**src/sv/bua_pkg.sv**
```systemverilog
`timescale 1ns / 1ps

package bua_pkg;

    typedef enum logic {
        FUNC_WRITE  = 1'b0,
        FUNC_INTERP = 1'b1
    } func_t;

    typedef logic [1:0]         plane_t;
    typedef logic [9:0]         coord_t;
    typedef logic signed [15:0] sample_t;
    typedef logic [8:0]         dim_t;
    typedef logic [23:0]        step_t;
    typedef logic [15:0]        frac_t;
    typedef logic [2:0]         cfg_index_t;
    typedef logic [23:0]        cfg_data_t;

    localparam cfg_index_t CFG_SOURCE_WIDTH  = 3'd0;
    localparam cfg_index_t CFG_SOURCE_HEIGHT = 3'd1;
    localparam cfg_index_t CFG_STEP_X        = 3'd2;
    localparam cfg_index_t CFG_STEP_Y        = 3'd3;

    localparam dim_t  SOURCE_WIDTH_RESET  = 9'd256;
    localparam dim_t  SOURCE_HEIGHT_RESET = 9'd256;
    localparam step_t STEP_RESET          = 24'd65536;

    localparam int QUEUE_DEPTH = 4;
    localparam int QPTR_W      = $clog2(QUEUE_DEPTH);
    localparam int QCNT_W      = $clog2(QUEUE_DEPTH + 1);

    typedef logic [QPTR_W-1:0] qptr_t;
    typedef logic [QCNT_W-1:0] qcnt_t;

    typedef struct packed {
        logic    is_write;
        logic    zero;
        plane_t  plane;
        dim_t    x0;
        dim_t    x1;
        dim_t    y0;
        dim_t    y1;
        frac_t   fx;
        frac_t   fy;
        sample_t sample;
    } entry_t;

endpackage

```
**src/sv/bua_queue.sv**
```systemverilog
`timescale 1ns / 1ps

module bua_queue (
    input  logic            clk,
    input  logic            rst_n,
    input  bua_pkg::entry_t push_data,
    input  logic            push_valid,
    output logic            push_ready,
    output bua_pkg::entry_t pop_data,
    output logic            pop_valid,
    input  logic            pop_ready
);

    bua_pkg::entry_t store [bua_pkg::QUEUE_DEPTH];
    bua_pkg::qptr_t  wr_ptr_reg;
    bua_pkg::qptr_t  rd_ptr_reg;
    bua_pkg::qcnt_t  count_reg;
    bua_pkg::qcnt_t  count_next;
    logic            push;
    logic            pop;

    assign push_ready = count_reg != bua_pkg::QCNT_W'(bua_pkg::QUEUE_DEPTH);
    assign pop_valid  = count_reg != '0;
    assign push       = push_valid && push_ready;
    assign pop        = pop_valid && pop_ready;
    assign pop_data   = store[rd_ptr_reg];

    always_comb
    begin
        count_next = count_reg;
        if (push && !pop)
        begin
            count_next = count_reg + 1'b1;
        end
        else if (pop && !push)
        begin
            count_next = count_reg - 1'b1;
        end
    end

    always_ff @(posedge clk or negedge rst_n)
    begin
        if (!rst_n)
        begin
            wr_ptr_reg <= '0;
            rd_ptr_reg <= '0;
            count_reg  <= '0;
        end
        else
        begin
            count_reg <= count_next;
            if (push)
            begin
                wr_ptr_reg <= wr_ptr_reg + 1'b1;
            end
            if (pop)
            begin
                rd_ptr_reg <= rd_ptr_reg + 1'b1;
            end
        end
    end

    always_ff @(posedge clk)
    begin
        if (push)
        begin
            store[wr_ptr_reg] <= push_data;
        end
    end

endmodule

```
**config.mk**
```make
export PLATFORM = sky130hd
export DESIGN_NAME = bua_queue
export DESIGN_NICKNAME = d
export VERILOG_FILES = /design/src/sv/bua_pkg.sv /design/src/sv/bua_queue.sv
export SDC_FILE = /design/constraint.sdc
export NUM_CORES = 1
export LEC_CHECK = 0
export BUFFER_PORTS_ARGS = -buffer_cell sky130_fd_sc_hd__clkbuf_2
export CAP_MARGIN = 20
export CELL_PAD_IN_SITES_DETAIL_PLACEMENT = 0
export CELL_PAD_IN_SITES_GLOBAL_PLACEMENT = 1
export CORE_ASPECT_RATIO = 1.5
export CORE_MARGIN = 5
export CORE_UTILIZATION = 54
export CTS_CLUSTER_SIZE = 30
export DETAILED_ROUTE_END_ITERATION = 12
export HOLD_SLACK_MARGIN = 0.05
export PLACE_DENSITY_LB_ADDON = 0.1
export SYNTH_ARGS = -nofsm -noshare
export SYNTH_HDL_FRONTEND = slang
export SYNTH_SLANG_ARGS = --single-unit
```
**constraint.sdc**
```tcl
create_clock -name clk -period 9.2 [get_ports clk]
set_input_delay 0.92 -clock clk [delete_from_list [all_inputs] [get_ports clk]]
set_output_delay 0.92 -clock clk [all_outputs]
set_load 0.01 [all_outputs]
```
==> metrics.md <==
| Metric | Value |
|---|---|
| CP Class | `reg -> out` |
| Worst slew pin tran | `between 0.8 and 0.9 ns` |
| First-pass GRT wire length | `37100 um` |
| Final HPWL DP | `roughly 14000 um` |
| Setup-failing EPs final | `0` |
| Synth unique cells | `19` |
| Rel. slew slack | `41.0%` |
| Initial antenna violation count | `3` |
| DP Cell Count | `a little under 1000` |
| Initial core utilization | `a little over half` |
| Clk_lat worst skew | `0.50 ns` |
| DR pass1 iterations | `4` |
| Final Non-Filler Cells | `approximately 1000` |
| Ports | `between 150 and 200` |
| Max Freq | `approximately 0.26 GHz` |
| Vias/cell | `5.53` |
| Post-CTS Resized | `0` |
| Worst-path maximum fanout | `39` |
| Die height | `202 um` |
| Final Cycle Share | `42.5%` |
| Yosys warns | `0` |
| Clock buffer depth | `3` |
| Clock root buffer | `clkbuf_16` |
| Setup Skew | `between 0.01 and 0.015 ns` |
| Largest net degree at the start of global routing | `58` |
| Clock slew at reported path FFs | `approximately 0.060 ns` |
| Total Nets Final | `between 700 and 800` |
| Max Cap Viol | `0` |
| Via count | `between 5000 and 6000` |
| Gr ovfl total | `0` |
| Clk sink count | `359` |
| Area delta synth->final | `16.8%` |
| CTS tree | `yes` |
| Die Width | `about 140 um` |
| Share of layout cells above drive strength 1 | `~46%` |
| GPL Wtd Cong | `0.697` |
| Crit. End Element | `output port` |
| Avg WL per Cell | `around 23 um` |
| Synthesized area | `13200 sq um` |
| Seq/Total Area, Yosys | `between 80% and 90%` |
| Cts hold-fix bufs | `0` |
| HP Class | `in -> async` |
| Synth Instances | `495` |
| Leak | `5.29 nW` |
| VDD IR max | `0.210 mV` |
| Htree depth | `2` |
| Average cell area after synthesis | `26.7 sq um` |
| Arrival time at the worst endpoint | `around 3.0 ns` |
| Status | `completed` |
| Site row count | `70` |
| Req. time, crit path | `8.28 ns` |
| Syn nets | `~590` |
| Max reg flops | `352` |
| DR DRC count | `0` |
| Routed WL | `24000 um` |
| Buffers added on ports | `between 150 and 200` |
| Final hold violation count | `0` |
| Die area | `27700 sq um` |
| Power Density | `324 nW/um^2` |
| Final min period | `3.91 ns` |
| Setup_tns | `0 ns` |
| ANT nets after route | `0` |
| Postcts setup bufs | `0` |
| Slew Limit Fails | `0` |
| Number of synthesized register bits | `between 300 and 400` |
| CP startpoint kind | `register` |
| CTS Buf Count | `34` |
| Initial DRC count | `about 340` |
| RSZ-0062 raised after global routing | `false` |
| Core area | `24300 sq um` |
| Vias in the first global route | `6540` |
| Tot GR Track Use | `17.8%` |
-- routing by layer --
layer | wire length (um) | share of wire [%] | GRT usage [%] | up-vias
met5 | 25 | 0.10 | 0 | -
met4 | 455 | 1.9 | 4.96 | 4
met3 | 1400 | 5.8 | 4.40 | 37
met2 | 13100 | 55 | 31.4 | 135
met1 | 9000 | 38 | 21.6 | 3061
li1 | - | - | - | 2539
-- final timing paths --
kind | from | to | slack (ns) | cells after the start
setup / recovery | rd_ptr_reg[0] | pop_data[51] | 5.29 | 4
hold / removal | rst_n | rd_ptr_reg[0] | 0.25 | 1
setup reg to reg | count_reg[0] | store[1][76] | 6.57 | 4
hold reg to reg | count_reg[2] | count_reg[2] | 0.54 | 1
max in group asynchronous | rst_n | rd_ptr_reg[1] | 8.75 | 1
min in group clk | count_reg[2] | count_reg[2] | 0.54 | 1
-- worst max-delay path: stages, from the launching register on --
cell      delay, ns
dfrtp_4        0.95
buf_4          0.45
buf_16         0.31
mux4_2         0.57
clkbuf_2       0.15
-- kinds of logic after synthesis --
group                      Yosys count  synth area share (%)
adders and majority gates            6                 0.625
buffers and inverters               23                  1.93
xor gates and xnor gates             6                 0.398
DFF                                359                  81.4
and+or+nand+nor                     10                 0.389
muxes                               90                  15.2
AOI/OAI and AO/OA                    1                0.0853
-- synthesized netlist by cell type, drive strengths merged --
master	count	area share [%]
dfrtp	7	1.3
fa	1	0.15
buf	20	1.8
xor2	2	0.13
ha	5	0.47
nor2	2	0.057
or3	1	0.047
and2	4	0.19
nand3	1	0.038
xnor2	4	0.27
a21boi	1	0.085
nand2	2	0.057
edfxtp	352	80
inv	3	0.085
mux2	2	0.17
mux4	88	15
-- layout by cell type, fill, tap and decap left out, types with 2 or more instances in the layout --
cell and n:
edfxtp_1 352, dfrtp_4 2, clkbuf_2 181, clkinv_1 6, mux2_2 2, nand2_1 2
mux4_2 88, clkbuf_16 37, inv_1 3, dfrtp_1 5, xnor2_1 4, buf_4 6
ha_1 5, nor2_1 2, xor2_1 2, clkbuf_1 8, and2_4 4, clkbuf_8 3
-- stage by stage --
step | hold slack (ns) | util, % | instance area [sq um] | power, mW | worst slack, ns
after global routing | 0.232 | 63.6 | 15400 | 5.27 | 5.00
final | 0.248 | 63.6 | 15400 | 5.00 | 5.29
after CTS | 0.229 | 63.5 | 15400 | 5.09 | 4.84
after global placement | 0.512 | 59.1 | 14300 | 3.74 | 5.41
after detailed placement | 0.529 | 59.1 | 14300 | 3.77 | 5.40
after floorplan | 0.493 | - | 13200 | 3.30 | 5.47
-- report_power, final --
group / switching, mW / total, mW / internal, mW
Clock: 0.537 / 1.32 / 0.780
Sequential: 0.151 / 2.32 / 2.17
Combinational: 0.725 / 1.37 / 0.644
Total: 1.41 / 5.00 / 3.59
-- layout make-up --
type                       instances  area [sq um]
sequential                       359         10800
fill                            1697          8840
multi-input combinational        113          2210
clock buffer                      48           997
timing repair buffer             188           978
tap                              324           405
clock inverter                     9          65.1
inverter                           3          11.3
antenna                            1          2.50
(Power assumes the default switching activity.)
