File: config.mk
export PLATFORM = sky130hd
export DESIGN_NAME = bua_front_flat
export DESIGN_NICKNAME = d
export VERILOG_FILES = /design/src/sv/bua_pkg.sv /design/src/sv/bua_cfg_if.sv /design/src/sv/bua_req_if.sv /design/src/sv/bua_front.sv /design/src/flat_wrapper.sv
export SDC_FILE = /design/constraint.sdc
export NUM_CORES = 1
export LEC_CHECK = 0
export ABC_AREA = 1
export BUFFER_PORTS_ARGS = -buffer_cell sky130_fd_sc_hd__clkbuf_2
export CAP_MARGIN = 20
export CORE_MARGIN = 2
export CORE_UTILIZATION = 30
export DETAILED_ROUTE_END_ITERATION = 6
export SYNTH_ARGS = -nofsm -noshare
export SYNTH_HDL_FRONTEND = slang
export SYNTH_SLANG_ARGS = --single-unit
File: constraint.sdc
create_clock -name clk -period 5.2 [get_ports clk]
set_input_delay 0.26 -clock clk [delete_from_list [all_inputs] [get_ports clk]]
set_output_delay 0.26 -clock clk [all_outputs]
set_load 0.05 [all_outputs]
File: src/sv/bua_pkg.sv
`timescale 1ns / 1ps

package bua_pkg;

    typedef enum logic {
        FUNC_WRITE  = 1'b0,
        FUNC_INTERP = 1'b1
    } func_t;

    typedef logic [1:0]         plane_t;
    typedef logic [9:0]         coord_t;
    typedef logic signed [15:0] sample_t;
    typedef logic [8:0]         dim_t;
    typedef logic [23:0]        step_t;
    typedef logic [15:0]        frac_t;
    typedef logic [2:0]         cfg_index_t;
    typedef logic [23:0]        cfg_data_t;

    localparam cfg_index_t CFG_SOURCE_WIDTH  = 3'd0;
    localparam cfg_index_t CFG_SOURCE_HEIGHT = 3'd1;
    localparam cfg_index_t CFG_STEP_X        = 3'd2;
    localparam cfg_index_t CFG_STEP_Y        = 3'd3;

    localparam dim_t  SOURCE_WIDTH_RESET  = 9'd256;
    localparam dim_t  SOURCE_HEIGHT_RESET = 9'd256;
    localparam step_t STEP_RESET          = 24'd65536;

    localparam int QUEUE_DEPTH = 4;
    localparam int QPTR_W      = $clog2(QUEUE_DEPTH);
    localparam int QCNT_W      = $clog2(QUEUE_DEPTH + 1);

    typedef logic [QPTR_W-1:0] qptr_t;
    typedef logic [QCNT_W-1:0] qcnt_t;

    typedef struct packed {
        logic    is_write;
        logic    zero;
        plane_t  plane;
        dim_t    x0;
        dim_t    x1;
        dim_t    y0;
        dim_t    y1;
        frac_t   fx;
        frac_t   fy;
        sample_t sample;
    } entry_t;

endpackage

File: src/sv/bua_cfg_if.sv
`timescale 1ns / 1ps

interface bua_cfg_if;
    logic                   valid;
    logic                   ready;
    bua_pkg::cfg_index_t    index;
    bua_pkg::cfg_data_t     data;

    modport source (output valid, output index, output data, input ready);
    modport sink (input valid, input index, input data, output ready);
endinterface

File: src/sv/bua_req_if.sv
`timescale 1ns / 1ps

interface bua_req_if;
    logic               valid;
    logic               ready;
    bua_pkg::func_t     func;
    bua_pkg::plane_t    plane;
    bua_pkg::coord_t    coord_x;
    bua_pkg::coord_t    coord_y;
    bua_pkg::sample_t   sample;

    modport source (output valid, output func, output plane, output coord_x,
                    output coord_y, output sample, input ready);
    modport sink (input valid, input func, input plane, input coord_x,
                  input coord_y, input sample, output ready);
endinterface

File: src/sv/bua_front.sv
`timescale 1ns / 1ps

module bua_front #(
    parameter int MAX_WIDTH  = 256,
    parameter int MAX_HEIGHT = 256,
    parameter int PLANES     = 4
) (
    input  logic            clk,
    input  logic            rst_n,
    bua_cfg_if.sink         cfg,
    bua_req_if.sink         req,
    output bua_pkg::entry_t push_data,
    output logic            push_valid,
    input  logic            push_ready
);

    typedef struct packed {
        bua_pkg::dim_t  near;
        bua_pkg::dim_t  far;
        bua_pkg::frac_t frac;
    } axis_t;

    function automatic bua_pkg::dim_t eff_size(bua_pkg::dim_t v, int maxv);
        bua_pkg::dim_t r;
        r = v;
        if (v == 9'd0)
        begin
            r = 9'd1;
        end
        else if (int'(v) > maxv)
        begin
            r = bua_pkg::dim_t'(maxv);
        end
        return r;
    endfunction

    function automatic axis_t axis_pos(logic [33:0] pos, bua_pkg::dim_t size);
        logic [33:0] lim;
        logic [33:0] pc;
        axis_t       r;
        lim    = {9'd0, size - 9'd1, 16'd0};
        pc     = (pos > lim) ? lim : pos;
        r.near = pc[24:16];
        r.frac = pc[15:0];
        r.far  = (r.near < size - 9'd1) ? r.near + 9'd1 : r.near;
        return r;
    endfunction

    bua_pkg::dim_t    width_reg;
    bua_pkg::dim_t    height_reg;
    bua_pkg::step_t   step_x_reg;
    bua_pkg::step_t   step_y_reg;

    logic             f_valid_reg;
    bua_pkg::func_t   f_func_reg;
    bua_pkg::plane_t  f_plane_reg;
    bua_pkg::coord_t  f_cx_reg;
    bua_pkg::coord_t  f_cy_reg;
    bua_pkg::sample_t f_sample_reg;
    logic [33:0]      f_pos_x_reg;
    logic [33:0]      f_pos_y_reg;

    bua_pkg::dim_t    w_eff;
    bua_pkg::dim_t    h_eff;
    logic             plane_ok;
    logic             write_ok;
    logic             ignore;
    logic             f_adv;
    axis_t            ax;
    axis_t            ay;

    assign cfg.ready = 1'b1;

    always_ff @(posedge clk or negedge rst_n)
    begin
        if (!rst_n)
        begin
            width_reg  <= bua_pkg::SOURCE_WIDTH_RESET;
            height_reg <= bua_pkg::SOURCE_HEIGHT_RESET;
            step_x_reg <= bua_pkg::STEP_RESET;
            step_y_reg <= bua_pkg::STEP_RESET;
        end
        else if (cfg.valid && cfg.ready)
        begin
            case (cfg.index)
                bua_pkg::CFG_SOURCE_WIDTH:  width_reg  <= cfg.data[8:0];
                bua_pkg::CFG_SOURCE_HEIGHT: height_reg <= cfg.data[8:0];
                bua_pkg::CFG_STEP_X:        step_x_reg <= cfg.data;
                bua_pkg::CFG_STEP_Y:        step_y_reg <= cfg.data;
                default: ;
            endcase
        end
    end

    always_comb
    begin
        w_eff    = eff_size(width_reg, MAX_WIDTH);
        h_eff    = eff_size(height_reg, MAX_HEIGHT);
        plane_ok = int'(f_plane_reg) < PLANES;
        write_ok = plane_ok && (f_cx_reg < {1'b0, w_eff}) && (f_cy_reg < {1'b0, h_eff});
        ignore   = (f_func_reg == bua_pkg::FUNC_WRITE) && !write_ok;
        ax       = axis_pos(f_pos_x_reg, w_eff);
        ay       = axis_pos(f_pos_y_reg, h_eff);
    end

    assign f_adv      = f_valid_reg && (ignore || push_ready);
    assign req.ready  = !f_valid_reg || f_adv;
    assign push_valid = f_valid_reg && !ignore;

    always_ff @(posedge clk or negedge rst_n)
    begin
        if (!rst_n)
        begin
            f_valid_reg <= 1'b0;
        end
        else if (req.ready)
        begin
            f_valid_reg <= req.valid;
        end
    end

    always_ff @(posedge clk)
    begin
        if (req.valid && req.ready)
        begin
            f_func_reg   <= req.func;
            f_plane_reg  <= req.plane;
            f_cx_reg     <= req.coord_x;
            f_cy_reg     <= req.coord_y;
            f_sample_reg <= req.sample;
            f_pos_x_reg  <= 34'(step_x_reg) * 34'(req.coord_x);
            f_pos_y_reg  <= 34'(step_y_reg) * 34'(req.coord_y);
        end
    end

    always_comb
    begin
        push_data          = '0;
        push_data.sample   = f_sample_reg;
        if (f_func_reg == bua_pkg::FUNC_WRITE)
        begin
            push_data.is_write = 1'b1;
            push_data.plane    = f_plane_reg;
            push_data.x0       = f_cx_reg[8:0];
            push_data.x1       = f_cx_reg[8:0];
            push_data.y0       = f_cy_reg[8:0];
            push_data.y1       = f_cy_reg[8:0];
        end
        else if (!plane_ok)
        begin
            push_data.zero = 1'b1;
        end
        else
        begin
            push_data.plane = f_plane_reg;
            push_data.x0    = ax.near;
            push_data.x1    = ax.far;
            push_data.fx    = ax.frac;
            push_data.y0    = ay.near;
            push_data.y1    = ay.far;
            push_data.fy    = ay.frac;
        end
    end

endmodule

File: src/flat_wrapper.sv
// flat-port wrapper written by rule: the top's interface ports become plain ports
module bua_front_flat 
#(
    parameter int MAX_WIDTH  = 256,
    parameter int MAX_HEIGHT = 256,
    parameter int PLANES     = 4
)
  (clk, rst_n, push_data, push_valid, push_ready, cfg_valid, cfg_index, cfg_data, cfg_ready, req_valid, req_func, req_plane, req_coord_x, req_coord_y, req_sample, req_ready);
  bua_cfg_if cfg_i ();
  bua_req_if req_i ();
  input  logic clk;
  input  logic rst_n;
  output bua_pkg::entry_t push_data;
  output logic push_valid;
  input  logic push_ready;
  input wire logic [$bits(cfg_i.valid)-1:0] cfg_valid;
  input wire logic [$bits(cfg_i.index)-1:0] cfg_index;
  input wire logic [$bits(cfg_i.data)-1:0] cfg_data;
  output wire logic [$bits(cfg_i.ready)-1:0] cfg_ready;
  input wire logic [$bits(req_i.valid)-1:0] req_valid;
  input wire logic [$bits(req_i.func)-1:0] req_func;
  input wire logic [$bits(req_i.plane)-1:0] req_plane;
  input wire logic [$bits(req_i.coord_x)-1:0] req_coord_x;
  input wire logic [$bits(req_i.coord_y)-1:0] req_coord_y;
  input wire logic [$bits(req_i.sample)-1:0] req_sample;
  output wire logic [$bits(req_i.ready)-1:0] req_ready;
  assign cfg_i.valid = cfg_valid;
  assign cfg_i.index = cfg_index;
  assign cfg_i.data = cfg_data;
  assign cfg_ready = cfg_i.ready;
  assign req_i.valid = req_valid;
  assign req_i.func = req_func;
  assign req_i.plane = req_plane;
  assign req_i.coord_x = req_coord_x;
  assign req_i.coord_y = req_coord_y;
  assign req_i.sample = req_sample;
  assign req_ready = req_i.ready;
  bua_front #(.MAX_WIDTH(MAX_WIDTH), .MAX_HEIGHT(MAX_HEIGHT), .PLANES(PLANES)) u_core (.clk(clk), .rst_n(rst_n), .cfg(cfg_i), .req(req_i), .push_data(push_data), .push_valid(push_valid), .push_ready(push_ready));
endmodule
==> results of run 1 <==
-- final cells by class --
class,count,area (um^2),share of cell area
clock buffer,20,458,0.0149
clock inverter,12,131,0.00426
inverter,699,2630,0.0855
multi-input combinational,1918,17100,0.554
sequential,174,4920,0.160
tap,1040,1300,0.0422
timing repair buffer,550,4300,0.139
-- stage by stage --
| step | hold slack [ns] | setup slack [ns] | std cells | area (um^2) |
|---|---|---|---|---|
| global route | 0.0946 | -0.361 | 4413 | 30800 |
| CTS | 0.0510 | -0.175 | 4367 | 29400 |
| global placement | 0.437 | -0.334 | 4244 | 27600 |
| floorplan | -0.0356 | -0.000372 | 2905 | 23700 |
| detailed placement | 0.439 | -0.372 | 4244 | 27600 |
| finish | 0.0756 | -0.0661 | 4413 | 30800 |
-- routing by layer --
layer / global-route usage / share of wire / vias up
met1: 0.232 / 0.46 / 9639
met3: 0.0371 / 0.060 / 81
li1: - / - / 9581
met2: 0.263 / 0.45 / 440
met4: 0.0470 / 0.021 / 14
met5: 0 / 0.0012 / -
-- synth_stat cells, types with 44 or more instances --
master      n
a21oi_1    93
clkbuf_1  105
dfrtp_1    63
edfxtp_1  107
fa_1      348
ha_1      184
inv_1     693
nand2_1   789
nand3_1    58
nor2_1    117
o21ai_0   102
xor2_1     44
-- layout by cell type (no fill, tap or decap), types with 11 or more instances in the layout --
cell           instances
buf_4                335
edfxtp_1             107
buf_6                 24
nand2_4               24
nor2_2                16
xor2_1                42
o21ai_2               17
inv_1                657
ha_4                  37
nand2_1              733
nor3_1                18
dfrtp_2               24
buf_12                29
nor2_1                89
clkbuf_16             18
nand3_1               35
ha_1                 147
dlygate4sd3_1         20
dfrtp_1               39
o21ai_0               83
nand3_2               20
fa_1                 338
xnor2_1               19
a21oi_2               28
nor2_4                19
o21ai_1               11
a21oi_1               61
nand4_1               15
clkbuf_2             140
nand2_2               58
inv_2                 37
-- worst max-delay path: cells and delay by family, from the launching register on --
kind	cells	cell delay (ns)
buf+inv	9	0.82
simple gates	19	2.27
flops	1	0.39
fa+ha+maj	2	0.48
compound gates	4	0.54
-- kinds of logic after synthesis --
family	after synthesis	share of synthesized area
flip-flops	174	0.207
AO/OA/AOI/OAI	259	0.0616
adder cells (fa/ha/maj)	532	0.392
AND/OR/NAND/NOR	1058	0.184
XOR/XNOR	63	0.0233
buffers and inverters	813	0.131
other	2	0.000318
-- path summary, 6_finish.rpt --
kind / end / slack, ns / cells after the start / from
setup / recovery: push_data[52] / -0.07 / 34 / u_core.height_reg[5]
hold / removal: u_core.step_y_reg[18] / 0.08 / 3 / cfg_data[18]
setup reg to reg: u_core.f_pos_y_reg[32] / 0.01 / 24 / u_core.step_y_reg[8]
hold reg to reg: u_core.width_reg[2] / 0.50 / 2 / u_core.width_reg[2]
max in group asynchronous: u_core.step_x_reg[2] / 3.97 / 2 / rst_n
min in group asynchronous: u_core.step_x_reg[10] / 0.50 / 2 / rst_n
-- what timing repair did --
action / 4_1_cts / 5_1_grt
buffers inserted: 72 / 51
endpoints found under the setup margin: 41 / 45
hold buffers: 20 / 0
gates resized for setup: 135 / 253
hold endpoints to repair: 82 / 0
pin swaps: 61 / 147
==> metrics.txt, run 1 <==
outcome complete, but fails checks; failing checks negative setup slack; largest net degree at the start of global routing 68; fraction of layout cells with a size suffix above 1 0.267; Final Skew approximately 0.014 ns; Core Area a little under 80,000 um^2; slew margin rel. 0.333; Async S/R FF share, synth 0.385; CTS clk-pin slew, worst paths 0.08 ns; CTS tree yes; Worst Path Required 4.94 ns; antenna diode count 0; vias in the first global route 20,100; Tightest Pin Transition 1.00 ns; slowest cell on the critical path dfrtp_1; Yosys top cell area share 0.295; Fin Setup TNS -0.203 ns; period utilization 1.01; Worst path max stage delay 0.39 ns; P&R area growth vs syn 30.4%; Ys Warns 0; # nets final slightly below 4,000; Die X-Extent 285 um; TritonCTS Sinks 174; post-route antenna net violation count 0; die area 81,000 um^2; CP startpoint kind register; Seq/Total Area, Yosys 0.207; Final HPWL DP ~54,000 um; routed wire length 67,600 um; Yosys top cell by area fa_1; starting density of the core 0.304; Yosys reg bits approximately 170; Worst Path Arrival 5.01 ns; average wire per cell in the routed design 15.3 um; # fillers 7,666; Vias/cell roughly 4.5; # H-tree levels 4; fin crit period 5.27 ns; post-layout util 0.396; RSZ-0062 raised after global routing true; Crit path top cell by count nand2_2; gr usage total 0.168; TritonCTS Buffers 17; Crit Path Category reg -> out; crit-path max FO 5; Worst-Skew Late Latency 0.49 ns; die height 285 um; initial antenna violation count 8; syn avg cell area slightly above 8 um^2; clock root buffer clkbuf_16; gp weighted congestion 0.906; final worst slack -0.0661 ns; FMAX between 150 and 200 MHz; Longest Clk Path Bufs 2; final setup vio count 8; Worst Hold Class in -> reg; gr ovfl total 0; synthesized area between 20,000 and 25,000 um^2; # DRC 0; Post-synth EDFFs 107; drt first pass iters 5; Most used DFF post-synth edfxtp_1; Core Rows 102; Max-cap violations 0; top cells by area, synth fa_1 (29%), edfxtp_1 (14%), nand2_1 (13%), inv_1 (11%), ha_1 (9.7%); Slew Viols, Final 0; Iter 0 DRT Violations 1,231; first-pass GRT wire length 108,000 um; synth unique cells 53; PortBufs 159; I/O pins around 160; final hold vios 0; synthesized instance count 2,901; Via Count a little under 20,000; Worst Setup End Kind output pin
Power of run 1 is left out: the tool's default activity adds up to more than one toggle a clock period on the data nets, which glitch-free logic cannot reach.
==> run 2, diff against run 1 <==
--- a/config.mk
+++ b/config.mk
@@ -10,6 +10,7 @@
 export CAP_MARGIN = 20
 export CORE_MARGIN = 2
 export CORE_UTILIZATION = 30
+export CTS_BUF_LIST = sky130_fd_sc_hd__clkbuf_4
 export DETAILED_ROUTE_END_ITERATION = 6
 export SYNTH_ARGS = -nofsm -noshare
 export SYNTH_HDL_FRONTEND = slang
==> metrics.txt, run 2 (synthesized netlist as in run 1, its figures left out) <==
commonest non-fill, non-tap cell in the layout nand2_1 (unchanged); routed wire length 67,400 um (was 67,600 um); die area 81,000 um^2 (unchanged); # H-tree levels 4 (unchanged); die height 285 um (unchanged); # nets final 4,001 (was 3,963); I/O pins 162 (unchanged); largest net degree at the start of global routing 68 (unchanged); # DRC 0 (unchanged); slew margin rel. 0.340 (was 0.333); RSZ-0062 raised after global routing true (unchanged); post-route antenna net violation count 0 (unchanged); Die X-Extent 285 um (unchanged); Vias/cell 4.47 (was 4.48); Crit path top cell by count buf_4 (was nand2_2); vias in the first global route 20,200 (was 20,100); Iter 0 DRT Violations 1,194 (was 1,231); gr ovfl total 0 (unchanged); outcome complete, but fails checks (unchanged); fraction of layout cells with a size suffix above 1 0.277 (was 0.267); TritonCTS Sinks 174 (unchanged); Worst Path Required 4.94 ns (about the same); final setup vio count 20 (was 8); Worst Setup End Kind output pin (unchanged); TritonCTS Buffers 17 (unchanged); Worst path max stage delay 0.42 ns (was 0.39 ns); CTS tree yes (unchanged); drt first pass iters 6 (was 5); Worst Path Arrival 5.24 ns (was 5.01 ns); Core Area 77,700 um^2 (unchanged); final worst slack -0.299 ns (was -0.0661 ns); PortBufs 159 (unchanged); failing checks negative setup slack (unchanged); starting density of the core 0.304 (unchanged); first-pass GRT wire length 108,000 um (about the same); Core Rows 102 (unchanged); period utilization 1.06 (was 1.01); Crit Path Category reg -> out (unchanged); CTS clk-pin slew, worst paths 0.15 ns (was 0.08 ns); Longest Clk Path Bufs 2 (unchanged); gp weighted congestion 0.906 (unchanged); average wire per cell in the routed design 15.1 um (was 15.3 um); post-layout util 0.398 (was 0.396); initial antenna violation count 7 (was 8); FMAX 182 MHz (was 190 MHz); Max-cap violations 0 (unchanged); gr usage total 0.168 (about the same); Via Count 19,900 (was 19,800); final hold vios 0 (unchanged); crit-path max FO 6 (was 5); slowest cell on the critical path dfrtp_1 (unchanged); Slew Viols, Final 0 (unchanged); Tightest Pin Transition 0.990 ns (was 1.00 ns); pre-CTS WS -0.372 ns (unchanged); clock root buffer clkbuf_4 (was clkbuf_16); Worst-Skew Late Latency 0.71 ns (was 0.49 ns); worst hold slack 0.0847 ns (was 0.0756 ns); Final Skew 0.0447 ns (was 0.0139 ns); P&R area growth vs syn 31.0% (was 30.4%); CP startpoint kind register (unchanged); Worst Hold Class in -> reg (unchanged); fin crit period 5.50 ns (was 5.27 ns); Placed Area 27,600 um^2 (unchanged); most frequent cells in the layout nand2_1 (717), inv_1 (644), fa_1 (334), buf_4 (334), ha_1 (152) (was nand2_1 (733), inv_1 (657), fa_1 (338), buf_4 (335), ha_1 (147)); design area 30,900 um^2 (was 30,800 um^2); Final HPWL DP 54,000 um (unchanged)
==> run 2: changes by cell type in the layout (fill, tap and decap cells not counted), sizes merged <==
cell / delta
clkbuf: -2
buf: +12
diode: +2
bufinv: +1
dlygate4sd3: +27
==> run 2: final cells by class <==
| class | count | area [um^2] |
|---|---|---|
| inverter | 699 | 2640 |
| antenna | 2 | 5.00 |
| clock buffer | 19 | 143 |
| timing repair buffer | 588 | 4720 |
| clock inverter | 13 | 161 |
| sequential | 174 | 4930 |
| fill | 7633 | 46800 |
| tap | 1040 | 1300 |
| multi-input combinational | 1918 | 17100 |
==> run 2: metal layers <==
metal,wire [um],vias to the layer above,global-route usage
met1,31300,9673,0.232
met5,60,-,0
li1,-,9657,-
met4,1320,8,0.0478
met2,30800,509,0.264
met3,3970,77,0.0345
==> run 2: worst paths after layout <==
kind                            cells past startpoint  slack, ns                endpoint                  from
worst max-delay path                               37      -0.30           push_data[51]  u_core.height_reg[5]
worst min-delay path                                3       0.08    u_core.height_reg[0]           cfg_data[0]
worst max register to register                     24      -0.05  u_core.f_pos_y_reg[32]  u_core.step_y_reg[9]
worst min register to register                      2       0.51     u_core.width_reg[2]   u_core.width_reg[2]
max in group asynchronous                           2       4.20    u_core.step_x_reg[2]                 rst_n
min in group asynchronous                           2       0.25    u_core.step_x_reg[9]                 rst_n
==> run 2: critical path, delay by kind of cell, from the launching register on <==
kind                       cells  cell delay [ns]
adders and majority gates      1             0.27
AOI/OAI and AO/OA              2             0.38
and+or+nand+nor               16             1.50
DFF                            1             0.42
buffers and inverters         18             2.00
==> run 2: timing repair <==
action                                  4_1_cts  5_1_grt
endpoints found under the setup margin       57       74
setup buffers                                74       62
pin swaps                                    72      178
hold buffers                                 47        0
gates cloned                                  0        0
endpoints found under the hold margin       132        0
gates resized for setup                     148      288
==> run 2: per-stage QoR <==
step	cells	TNS, ns
6_report	4453	-3.03
5_1_grt	4453	-11.17
4_1_cts	4396	-6.90
3_5_place_dp	4244	-5.03
3_3_place_gp	4244	-3.27
2_1_floorplan	2905	-0.000372
Power of run 2 is left out for the same reason.
